### src/rtl/rdpd_pkg.sv
`timescale 1ns / 1ps

package rdpd_pkg;

	localparam int unsigned TICK_W  = 16;
	localparam int unsigned PULSE_W = 4;
	localparam int unsigned DIGIT_W = 4;
	localparam int unsigned CFG_IDX_W = 2;

	localparam logic [TICK_W-1:0]  TICK_MAX        = '1;
	localparam logic [PULSE_W-1:0] PULSE_MAX       = '1;
	localparam logic [PULSE_W-1:0] PULSES_FOR_ZERO = PULSE_W'(10);

	// Register indexes on the configuration port
	localparam logic [CFG_IDX_W-1:0] REG_BREAK_MIN = CFG_IDX_W'(0);
	localparam logic [CFG_IDX_W-1:0] REG_BREAK_MAX = CFG_IDX_W'(1);
	localparam logic [CFG_IDX_W-1:0] REG_PAUSE     = CFG_IDX_W'(2);

	localparam logic [TICK_W-1:0] BREAK_MIN_RST = TICK_W'(45);
	localparam logic [TICK_W-1:0] BREAK_MAX_RST = TICK_W'(75);
	localparam logic [TICK_W-1:0] PAUSE_RST     = TICK_W'(700);

	typedef struct packed {
		logic [TICK_W-1:0] break_min_ticks;
		logic [TICK_W-1:0] break_max_ticks;
		logic [TICK_W-1:0] pause_ticks;
	} cfg_t;

	typedef struct packed {
		logic               digit_done;
		logic               digit_valid;
		logic [DIGIT_W-1:0] digit_value;
	} result_t;

endpackage

### src/rtl/rdpd_cfg_regs.sv
`timescale 1ns / 1ps

module rdpd_cfg_regs
	import rdpd_pkg::*;
(
	input  logic                 clk,
	input  logic                 arst_n,
	input  logic                 cfg_we,
	input  logic [CFG_IDX_W-1:0] cfg_index,
	input  logic [TICK_W-1:0]    cfg_wdata,
	output cfg_t                 cfg
);

	cfg_t cfg_q;

	// Unknown indexes drop the write
	always_ff @(posedge clk or negedge arst_n) begin
		if (!arst_n) begin
			cfg_q.break_min_ticks <= BREAK_MIN_RST;
			cfg_q.break_max_ticks <= BREAK_MAX_RST;
			cfg_q.pause_ticks     <= PAUSE_RST;
		end else if (cfg_we) begin
			case (cfg_index)
				REG_BREAK_MIN: cfg_q.break_min_ticks <= cfg_wdata;
				REG_BREAK_MAX: cfg_q.break_max_ticks <= cfg_wdata;
				REG_PAUSE:     cfg_q.pause_ticks     <= cfg_wdata;
				default: begin
				end
			endcase
		end
	end

	assign cfg = cfg_q;

endmodule

### config.mk
export PLATFORM = sky130hd
export DESIGN_NAME = rdpd_cfg_regs
export DESIGN_NICKNAME = d
export VERILOG_FILES = /design/src/rtl/rdpd_pkg.sv /design/src/rtl/rdpd_cfg_regs.sv
export SDC_FILE = /design/constraint.sdc
export NUM_CORES = 1
export LEC_CHECK = 0
export BUFFER_PORTS_ARGS = -buffer_cell sky130_fd_sc_hd__buf_2
export CORE_ASPECT_RATIO = 0.5
export CORE_MARGIN = 2
export CORE_UTILIZATION = 30
export CTS_BUF_LIST = sky130_fd_sc_hd__clkbuf_2
export CTS_CLUSTER_DIAMETER = 50
export CTS_CLUSTER_SIZE = 10
export DETAILED_ROUTE_END_ITERATION = 7
export HOLD_SLACK_MARGIN = 0.08
export PLACE_DENSITY_LB_ADDON = 0.12
export SLEW_MARGIN = 10
export SYNTH_ARGS = -nofsm -noshare
export SYNTH_HDL_FRONTEND = slang
export SYNTH_SLANG_ARGS = --single-unit
### constraint.sdc
create_clock -name clk -period 1.35 [get_ports clk]
set_clock_uncertainty 0.15 [all_clocks]
set_input_delay 0.3375 -clock clk [delete_from_list [all_inputs] [get_ports clk]]
set_output_delay 0.3375 -clock clk [all_outputs]
set_load 0.03 [all_outputs]
## After elaboration in Yosys (flattened, before gate mapping)

Cells that the tools add are included.

- $add $sub $neg: 0
- Multiply operators: 0
- Divide/modulo/power cells: 0
- Magnitude comparators: 0
- Equal/unequal tests: 2
- Shift operators: 0
- Multiplexer cells: 0
- Bitwise logic cells: 0
- Reduce and logical (&&, ||, !) cells: 4

Operators with widths:

| operator | count |
|---|---|
| $reduce_and 2->1 | 3 |
| $eq 2x1->1 const B | 1 |
| $eq 2x2->1 const B | 1 |
| $logic_not 2->1 | 1 |

- Flip-flop bits (word level): 48
- Latch bits: 0
- Memory bits (writable): 0
- ROM bits: 0
- Input port bits: 21
- Output and inout bits: 48
- Logic and storage cells: 9
- Memories kept: 0

## Logic depth before layout (Yosys ltp)

- Depth after elaboration: 2
- Depth in mapped cells: 3
- Mapped depth without buffers: 2

## Least setup slack after synthesis

Ideal clock, no wire load.

- Path type: input port to flip-flop
- From: in cfg_index[1]
- To: reg cfg_q (netlist bit cfg[33])
- Setup time: 125 ps
- Data arrival time: 1166 ps
- Slack: -91 ps
- Stages on the path: 3
- Path buffers: 1
- Cells stage by stage: nor3b_4 -> buf_6 -> mux2_2

- Longest elaborated chain between the ends: 2

Ends and longest elaborated chain:

| element | line | RTL |
|---|---|---|
| from (decl) | rdpd_cfg_regs.sv:9 | `input logic [CFG_IDX_W-1:0] cfg_index,` |
| $logic_not 2->1 | rdpd_cfg_regs.sv:23 | `case (cfg_index)` |
| $reduce_and 2->1 (no line) | - |  |
| to (decl) | rdpd_cfg_regs.sv:14 | `cfg_t cfg_q;` |

Every way passes these cells.
A chain may end at the register's enable or synchronous reset.

## Worst setup path after layout

- From: reg cfg_q (netlist bit cfg[17])
- To: out cfg[17] (netlist name)

RTL lines:

| element | line | RTL |
|---|---|---|
| to (decl) | rdpd_cfg_regs.sv:11 | `output cfg_t cfg` |

No word-level cell between the ends.

==> results.yml <==
final_layout:
  fill_cells: 534
  largest_reg_flops: 48
  layout_commonest_cell: "buf_6"
  final_cell_mix: "buf_6 (48), mux2_2 (42), dfrtp_1 (34)"
  areaGrowthSynthToFinish_pct: 57.1
  antenna_cells: 0
  fin_area_sq_um: 2880
  nets: 220
  drive_gt1_share_pct: 74.0
die:
  fp.dieArea_sq_um: 6790
  die_w_um: 115
  die_h_um: 59.3
  floorplan.initialDensity_pct: 30.6
  coreArea_sq_um: 5980
  ios: 69
  rows: 20
sta:
  relSlewSlack_pct: 80.7
  setup_violations: 48
  rsz0062_at_grt: "true"
  holdWs_ns: 0.139
  worst_slew_pin_slew_ns: 0.289
  slew_viol_final: 0
  clock.fmax_ghz: 0.616
  hold_viol_final: 0
  setup_ws_ns: -0.272
  layout_min_cycle_time_ns: 1.62
  finalCritPeriodShare_pct: 120
placed_design:
  dp_hpwl_mm: 2.70
  dpl_cell_area_sq_um: 2360
  gp_congestion: 0.639
  portBuffers: 68
critical_path:
  critical_path_peak_fanout: 2
  cp_slowest_cell: "dfstp_2"
  slowest_delay_ns: 0.59
  crit_type: "reg2out"
  endpoint_kind: "primary output"
  cp_top_family: "flip-flops"
  crit_chain: "buf_6"
  critPathLaunchType: "register"
  worstPathRequired_ns: 0.86
  rrSetupSlack_ns: 0.30
  cp.arrival_ns: 1.13
  crit_buf_inv: 1
synth:
  syn-cell-area_sq_um: 1830
  synth_nets: 123
  ys_seq_area_share_pct: 66.5
  synthCells: 102
  avgSynthCellArea_sq_um: 18.0
  ys_ff_latch: 48
  yosys_warnings: 0
  ys_types: 8
route:
  drc: 0
  routed.top_layer: "met4"
  wl_met2_mm: 2.03
  route.met3.wl_um: 201
  drt-initial-drc-count: 14
  vias_per_cell: 4.37
  routed_wl_mm: 3.96
  ant_nets: 0
  m1WireLength_mm: 1.68
  dr.pass1.iters: 4
  vias: 1211
  wl_per_cell_um: 14.3
clock_network:
  cts_made_buffers: 5
  clockBufferDepth: 2
  clk_latency_ns: 0.42
  cts_sinks: 48
  clock-root-buffer: "clkbuf_2"
  cts_tree: "built"
  h-tree-depth: 2
  clk_pin_slew_ns: 0.22
power_and_ir_drop:
  ir_worst_vdd_mv: 0.580
  power.density_nw_per_um2: 1450
  leakage_nw: 1.32
grt:
  grt_max_degree: 23
  grt_usage_pct: 13.5
  antenna_found_initial: 0
  grt_pass1_vias: 1366
  grt_pass1_wl_mm: 6.69
  overflow: 0
outcome:
  violations: "negative setup slack"
  run_status: "finished with violations"
min_path:
  min_path_type: "in2async"
run:
  cap_violations: 0
[cell usage after synthesis]
cell type / count / area (sq um)
clkbuf_8: 1 / 13.8
nor3b_4: 1 / 18.8
buf_6: 1 / 11.3
buf_4: 1 / 7.51
dfstp_2: 14 / 368
mux2_2: 48 / 541
dfrtp_1: 34 / 851
nand3b_2: 2 / 22.5
[final timing paths]
path	startpoint	end	cells after the start
setup / recovery	cfg[17]	cfg[17]	1
hold / removal	arst_n	cfg[1]	2
setup reg to reg	cfg[47]	cfg[47]	2
hold reg to reg	cfg[25]	cfg[25]	1
max in group asynchronous	arst_n	cfg[9]	3
min in group clk	cfg_we	cfg[23]	4
[cell families (layout without fill, tap and decap cells)]
logic type | count (synthesis) | count (layout) | synth area share (%)
muxes | 48 | 48 | 29.5
DFF | 48 | 48 | 66.5
and+or+nand+nor | 3 | 3 | 2.25
buffers and inverters | 3 | 101 | 1.77
[layout make-up]
cell class | count | area [sq um] | area share [%]
tap | 77 | 96.3 | 3.35
sequential | 48 | 1220 | 42.3
multi-input combinational | 51 | 604 | 21.0
clock inverter | 1 | 3.75 | 0.130
timing repair buffer | 93 | 921 | 32.0
clock buffer | 7 | 35.0 | 1.22
[power breakdown]
| part | switching, mW | internal [mW] |
|---|---|---|
| combinational | 0.820 | 0.827 |
| sequential | 0.193 | 1.77 |
| clock | 0.430 | 0.139 |
| total | 1.44 | 2.73 |
[routing by layer]
metal / track usage [%] / up-vias
met5: 0 / -
met1: 15.7 / 611
li1: - / 559
met3: 4.40 / 7
met2: 23.9 / 34
met4: 4.70 / 0
[timing repair]
action                     in CTS  in global routing
cloned                          0                  0
hold buffers                   17                  0
setup buffers                   1                  0
gates resized for setup        96                  0
setup endpoints to repair      48                 48
hold endpoints to repair       96                  0
[metrics by stage]
step | TNS (ns) | power [mW] | cells | worst slack (ns) | util, %
floorplan | -0.781 | 2.79 | 102 | -0.0811 | -
global placement | -4.27 | 3.20 | 251 | -0.147 | 39.5
detailed placement | -4.66 | 3.22 | 251 | -0.163 | 39.5
CTS | -10.60 | 4.25 | 277 | -0.319 | 48.1
global route | -12.46 | 4.42 | 277 | -0.368 | 48.1
finish | -8.12 | 4.18 | 277 | -0.272 | 48.1
(Power assumes the default switching activity.)
