`src/rtl/rdpd_pkg.sv`:
```
`timescale 1ns / 1ps

package rdpd_pkg;

	localparam int unsigned TICK_W  = 16;
	localparam int unsigned PULSE_W = 4;
	localparam int unsigned DIGIT_W = 4;
	localparam int unsigned CFG_IDX_W = 2;

	localparam logic [TICK_W-1:0]  TICK_MAX        = '1;
	localparam logic [PULSE_W-1:0] PULSE_MAX       = '1;
	localparam logic [PULSE_W-1:0] PULSES_FOR_ZERO = PULSE_W'(10);

	// Register indexes on the configuration port
	localparam logic [CFG_IDX_W-1:0] REG_BREAK_MIN = CFG_IDX_W'(0);
	localparam logic [CFG_IDX_W-1:0] REG_BREAK_MAX = CFG_IDX_W'(1);
	localparam logic [CFG_IDX_W-1:0] REG_PAUSE     = CFG_IDX_W'(2);

	localparam logic [TICK_W-1:0] BREAK_MIN_RST = TICK_W'(45);
	localparam logic [TICK_W-1:0] BREAK_MAX_RST = TICK_W'(75);
	localparam logic [TICK_W-1:0] PAUSE_RST     = TICK_W'(700);

	typedef struct packed {
		logic [TICK_W-1:0] break_min_ticks;
		logic [TICK_W-1:0] break_max_ticks;
		logic [TICK_W-1:0] pause_ticks;
	} cfg_t;

	typedef struct packed {
		logic               digit_done;
		logic               digit_valid;
		logic [DIGIT_W-1:0] digit_value;
	} result_t;

endpackage

```
`src/rtl/rdpd_step.sv`:
```
`timescale 1ns / 1ps

module rdpd_step
	import rdpd_pkg::*;
(
	input  logic    clk,
	input  logic    arst_n,
	input  cfg_t    cfg,
	input  logic    accept,
	input  logic    line_made,
	output result_t result
);

	logic [TICK_W-1:0]  break_count_q;
	logic [TICK_W-1:0]  make_count_q;
	logic [PULSE_W-1:0] pulse_count_q;
	logic               prev_closed_q;

	logic [TICK_W-1:0]  break_next;
	logic [TICK_W-1:0]  make_next;
	logic [PULSE_W-1:0] pulse_mid;
	logic [PULSE_W-1:0] pulse_next;
	logic               in_window;
	logic               pulse_inc;
	logic               fire;

	always_comb begin
		in_window = (break_count_q >= cfg.break_min_ticks) &&
			(break_count_q <= cfg.break_max_ticks);
		pulse_inc = line_made && !prev_closed_q && in_window &&
			(pulse_count_q != PULSE_MAX);
		pulse_mid = pulse_count_q + PULSE_W'(pulse_inc);

		if (!line_made) begin
			break_next = (break_count_q == TICK_MAX) ? break_count_q
				: break_count_q + TICK_W'(1);
			make_next  = '0;
		end else begin
			break_next = prev_closed_q ? break_count_q : '0;
			make_next  = (make_count_q == TICK_MAX) ? make_count_q
				: make_count_q + TICK_W'(1);
		end

		fire = line_made && (pulse_mid != '0) && (make_next >= cfg.pause_ticks);

		result.digit_done  = fire;
		result.digit_valid = fire && (pulse_mid <= PULSES_FOR_ZERO);
		result.digit_value = (fire && (pulse_mid < PULSES_FOR_ZERO))
			? DIGIT_W'(pulse_mid) : '0;

		if (fire) begin
			pulse_next = '0;
		end else begin
			pulse_next = pulse_mid;
		end
	end

	always_ff @(posedge clk or negedge arst_n) begin
		if (!arst_n) begin
			break_count_q <= '0;
			make_count_q  <= '0;
			pulse_count_q <= '0;
			prev_closed_q <= 1'b1;
		end else if (accept) begin
			break_count_q <= break_next;
			make_count_q  <= make_next;
			pulse_count_q <= pulse_next;
			prev_closed_q <= line_made;
		end
	end

endmodule

```
`config.mk`:
```
export PLATFORM = sky130hd
export DESIGN_NAME = rdpd_step
export DESIGN_NICKNAME = d
export VERILOG_FILES = /design/src/rtl/rdpd_pkg.sv /design/src/rtl/rdpd_step.sv
export SDC_FILE = /design/constraint.sdc
export NUM_CORES = 1
export LEC_CHECK = 0
export ABC_AREA = 1
export BUFFER_PORTS_ARGS = -buffer_cell sky130_fd_sc_hd__buf_4
export CORE_MARGIN = 2
export CORE_UTILIZATION = 53
export DETAILED_ROUTE_END_ITERATION = 10
export GPL_TIMING_DRIVEN = 0
export PLACE_DENSITY = 0.78
export SLEW_MARGIN = 20
export SYNTH_ARGS = -nofsm -noshare
export SYNTH_HDL_FRONTEND = slang
export SYNTH_SLANG_ARGS = --single-unit
export TNS_END_PERCENT = 50
```
`constraint.sdc`:
```
create_clock -name clk -period 2.58 [get_ports clk]
set_input_delay 0.129 -clock clk [delete_from_list [all_inputs] [get_ports clk]]
set_output_delay 0.129 -clock clk [all_outputs]
set_load 0.1 [all_outputs]
```
[Yosys cells after proc, flatten, opt, wreduce, memory -nomap -nowiden]
Cells that the tools add are included.
Storage, ports and cells
  register bits after elaboration: 37
  input port bits: 52
  output and inout port bits: 6
  word-level logic and storage cells: 35
Operators by class
  add/sub/neg operators: 3
  magnitude comparators: 5
  equal/unequal tests: 5
  muxes and demuxes: 7
  reduce and logical (&&, ||, !) cells: 11
Operator list (number)
  $mux W16: 5
  $add A16 B1 Y16 const B: 2
  $eq A16 B16 Y1 const B: 2
  $ge A16 B16 Y1: 2
  $le A16 B16 Y1: 1
  $logic_and A1 B1 Y1: 8
  $mux W4: 2
  $add A4 B1 Y4: 1
  $le A4 B4 Y1 const B: 1
  $lt A4 B4 Y1 const B: 1
  $ne A2 B2 Y1 const B: 2
  $ne A4 B4 Y1 const B: 1
  $reduce_bool A4 Y1: 1
  $reduce_and A3 Y1: 1
  $logic_not A1 Y1: 1

[Longest topological paths before layout]
  word-level depth: 10
  depth in mapped cells: 23
  gate-level depth less buffers: 23

[Worst setup path after synthesis]
No wires, ideal clock.
  kind: reg-to-output
  start point: register make_count_q[0]
  end point: output result[0] (netlist bit)
  data arrival time: 3484 ps
  data required time: 2451 ps
  slack: -1033 ps
  cell stages (with the launch flop): 20
  buffers on the path: 1
  cells stage by stage: dfrtp_1 -> ha_1 -> nand2_1 -> nor2_2 -> inv_1 -> nor2_1 -> nand3_2 -> buf_2 -> nand2_1 -> a21oi_1 -> ha_1 -> nand2_1 -> nor2_1 -> and2_1 -> nor2_1 -> nand2_1 -> nand2_1 -> nand2_1 -> nand3_1 -> nor2_1
RTL lines
  from (decl): line rdpd_step.sv:15  | logic [TICK_W-1:0] make_count_q;
  from (signal assigned): line rdpd_step.sv:66  | make_count_q <= make_next;
  to (decl): line rdpd_step.sv:11  | output result_t result

==> impl_metrics.py <==
metrics = {
    "setup_path": {
        "cp_num_buf_inv": 1,
        "cpPeakStageDelay_ns": 0.43,
        "worstSetupEndpointType": "primary output",
        "crit_type": "reg2out",
        "worstPathCellList": "nand2_1 > nor2_2 > nand3_1 > nor2_2 > nand2_1 > nand2_1 > a31oi_1 > ha_1 > nand2_1 > nor4_1 > nand2_1 > nand2_2 > nand3_4 > nor2_4 > buf_12",
        "critPathArrivalTime_ns": 3.20,
        "crit_family": "simple AND/OR/NAND/NOR gates",
        "critical_path.slowest_cell": "dfrtp_1",
        "crit_path_start_kind": "flop",
        "crit_path_frequent_cell": "nand2_1",
        "crit_required_ns": 2.45,
        "path_max_fanout": 4,
    },
    "timing": {
        "max_slew_margin": 0.537,
        "fin_crit_ns": 3.33,
        "whs_ns": 0.160,
        "worst_slack_ns": -0.747,
        "worstMarginPinSlew_ns": 0.695,
        "finClkSkew_ns": 0.00397,
        "setup_viol": 10,
        "rsz0062_at_grt": "yes",
        "fin_crit_sh": 1.29,
        "fmax_mhz": 301,
        "slew_violations": 0,
        "hold_violations": 0,
    },
    "placed_design": {
        "place_congestion": 0.915,
        "dp_hpwl_mm": 7.72,
        "dp_cells": 757,
        "place_ws_ns": -0.636,
        "io_buffers": 57,
    },
    "clocking": {
        "cts.sinks": 37,
        "clock_path_buffers": 2,
        "root_buffer": "clkbuf_8",
        "htreeDepth": 2,
        "numCtsBuffers": 5,
        "clkTransAtPathRegs_ns": 0.08,
        "insertion_delay_ns": 0.30,
        "tritoncts": "done",
    },
    "run_status": {
        "status": "finished, violations left",
        "violations": "negative setup slack",
    },
    "yosys": {
        "synth_top_area_share": 0.232,
        "synth_area_um2": 3880,
        "syn_area_per_cell_um2": 6.46,
        "yosysWarnings": 0,
        "yosys-top-cells-area": "dfrtp_1, nand2_1, ha_1",
        "synth_top_area_cell": "dfrtp_1",
        "syn-num-nets": 705,
        "ys_types": 42,
        "syn_inst": 601,
        "synth-seq-cells": 37,
        "synth-edff-count": 0,
        "synthArstFlopShare": 1.00,
        "ys_seq_area_frac": 0.239,
        "ys.flop_type": "dfrtp_1",
    },
    "global_route": {
        "grt-ovfl-total": 0,
        "grt_pass1_vias": 3957,
        "grt_pass1_wl_mm": 17.7,
        "antenna_found_initial": 0,
        "grt_usage": 0.282,
        "grt_max_degree": 38,
    },
    "die": {
        "rows": 31,
        "start_util": 0.541,
        "io_pins": 58,
        "die_area_um2": 8030,
        "coreArea_um2": 7180,
        "die_x_um": 89.6,
        "die_h_um": 89.6,
    },
    "routing": {
        "vias_per_cell": 5.19,
        "drcViolationCount": 0,
        "drtPass1Iterations": 4,
        "antenna_left": 0,
        "wl_per_cell_um": 13.4,
        "drt_iter0_drc": 200,
        "wl_mm": 10.6,
        "vias": 4108,
    },
    "finish": {
        "fin_util": 0.722,
        "fillers": 590,
        "final_cell_mix": "nand2_1, inv_1, buf_4",
        "antenna_cells": 0,
        "layout_commonest_cell": "nand2_1",
        "nets": 795,
        "syn2layout_area_growth_pct": 33.5,
        "drive_gt1_frac": 0.246,
        "fin_cells": 791,
    },
    "power_and_ir_drop": {
        "ir_drop_v": 0.000175,
        "leakage_nw": 2.73,
        "powerDensity_nw_per_um2": 297,
        "power.internal_w": 0.00101,
        "switching_share": 0.346,
        "p_sw_w": 0.000532,
        "seqPwrFrac": 0.427,
        "p_clk_frac": 0.277,
        "combPwrFrac": 0.296,
        "finalPower_w": 0.00154,
    },
    "worst_hold_path": {
        "hold_path_class": "in2reg",
    },
    "job": {
        "cap_violations": 0,
    },
}
[state kept, by name (all words and copies together) (netlist names)]
name	count
break_count_q	16
make_count_q	16
pulse_count_q	4
prev_closed_q	1
[final cells by class]
class / count / area (µm²) / share of cell area
buffer: 11 / 63.8 / 0.0123
timing repair buffer: 84 / 738 / 0.142
inverter: 107 / 409 / 0.0789
tap: 99 / 124 / 0.0239
multi-input combinational: 445 / 2820 / 0.545
clock inverter: 3 / 17.5 / 0.00338
clock buffer: 5 / 68.8 / 0.0133
sequential: 37 / 938 / 0.181
[power groups by stage]
stage	combinational (W)	clock, W	sequential (W)
finish	0.000456	0.000426	0.000658
global route	0.000527	0.000448	0.000663
CTS	0.000415	0.000424	0.000660
detailed placement	0.000388	0	0.000673
global placement	0.000366	0	0.000671
floorplan	0.000252	0	0.000658
[per-layer routing]
layer	GRT usage	wire [µm]	vias up
li1	-	-	2063
met3	0.0430	595	16
met5	0	0	-
met2	0.481	5340	107
met4	0.0882	153	0
met1	0.368	4520	1922
[kinds of logic (layout without fill, tap and decap cells)]
| kind of cell | count (synthesis) | after routing | synth area share |
|---|---|---|---|
| xor+xnor | 17 | 17 | 0.0383 |
| compound gates | 57 | 57 | 0.0822 |
| simple gates | 319 | 319 | 0.351 |
| fa+ha+maj | 52 | 52 | 0.168 |
| buf+inv | 119 | 210 | 0.122 |
| flops | 37 | 37 | 0.239 |
[path summary, 6_finish.rpt]
kind,from,to,slack [ns],depth (start not counted)
hold reg to reg,prev_closed_q$_DFFE_PN1P_,prev_closed_q$_DFFE_PN1P_,0.51,2
setup reg to reg,make_count_q[1]$_DFFE_PN0P_,pulse_count_q[0]$_DFFE_PN0P_,-0.36,19
hold / removal,line_made,prev_closed_q$_DFFE_PN1P_,0.16,3
setup / recovery,make_count_q[2]$_DFFE_PN0P_,result[0],-0.75,15
min in group asynchronous,arst_n,make_count_q[11]$_DFFE_PN0P_,0.33,2
max in group asynchronous,arst_n,break_count_q[9]$_DFFE_PN0P_,1.87,2
[synth_stat cells, drive strengths merged, types with 2 or more instances]
| master | number |
|---|---|
| nand2 | 185 |
| inv | 105 |
| nor2 | 74 |
| ha | 52 |
| nand3 | 37 |
| dfrtp | 36 |
| a21oi | 27 |
| o21ai | 23 |
| xor2 | 13 |
| nand4 | 10 |
| clkbuf | 7 |
| nor3 | 7 |
| buf | 5 |
| xnor2 | 4 |
| a31oi | 3 |
| and2 | 3 |
| clkinv | 2 |
[repair_timing]
action,in CTS,in global routing
setup buffers,17,8
hold buffers,1,0
gates resized for setup,40,22
cloned,1,0
setup endpoints to repair,10,10
hold endpoints to repair,36,0
pin swaps,22,23
[worst reg2reg max path: cells and delay by family (launching register included)]
family / cells / cell delay [ns]
AOI/OAI and AO/OA: 4 / 0.62
adders and majority gates: 2 / 0.51
buffers and inverters: 5 / 0.63
DFF: 1 / 0.39
and+or+nand+nor: 8 / 0.73
[metrics by stage]
stage	TNS, ns	cell area [µm²]
2_1_floorplan	-1.36	4070
3_3_place_gp	-4.10	4620
3_5_place_dp	-4.84	4620
4_1_cts	-4.74	5030
5_1_grt	-7.75	5180
6_report	-5.80	5180
(Power assumes the default switching activity.)
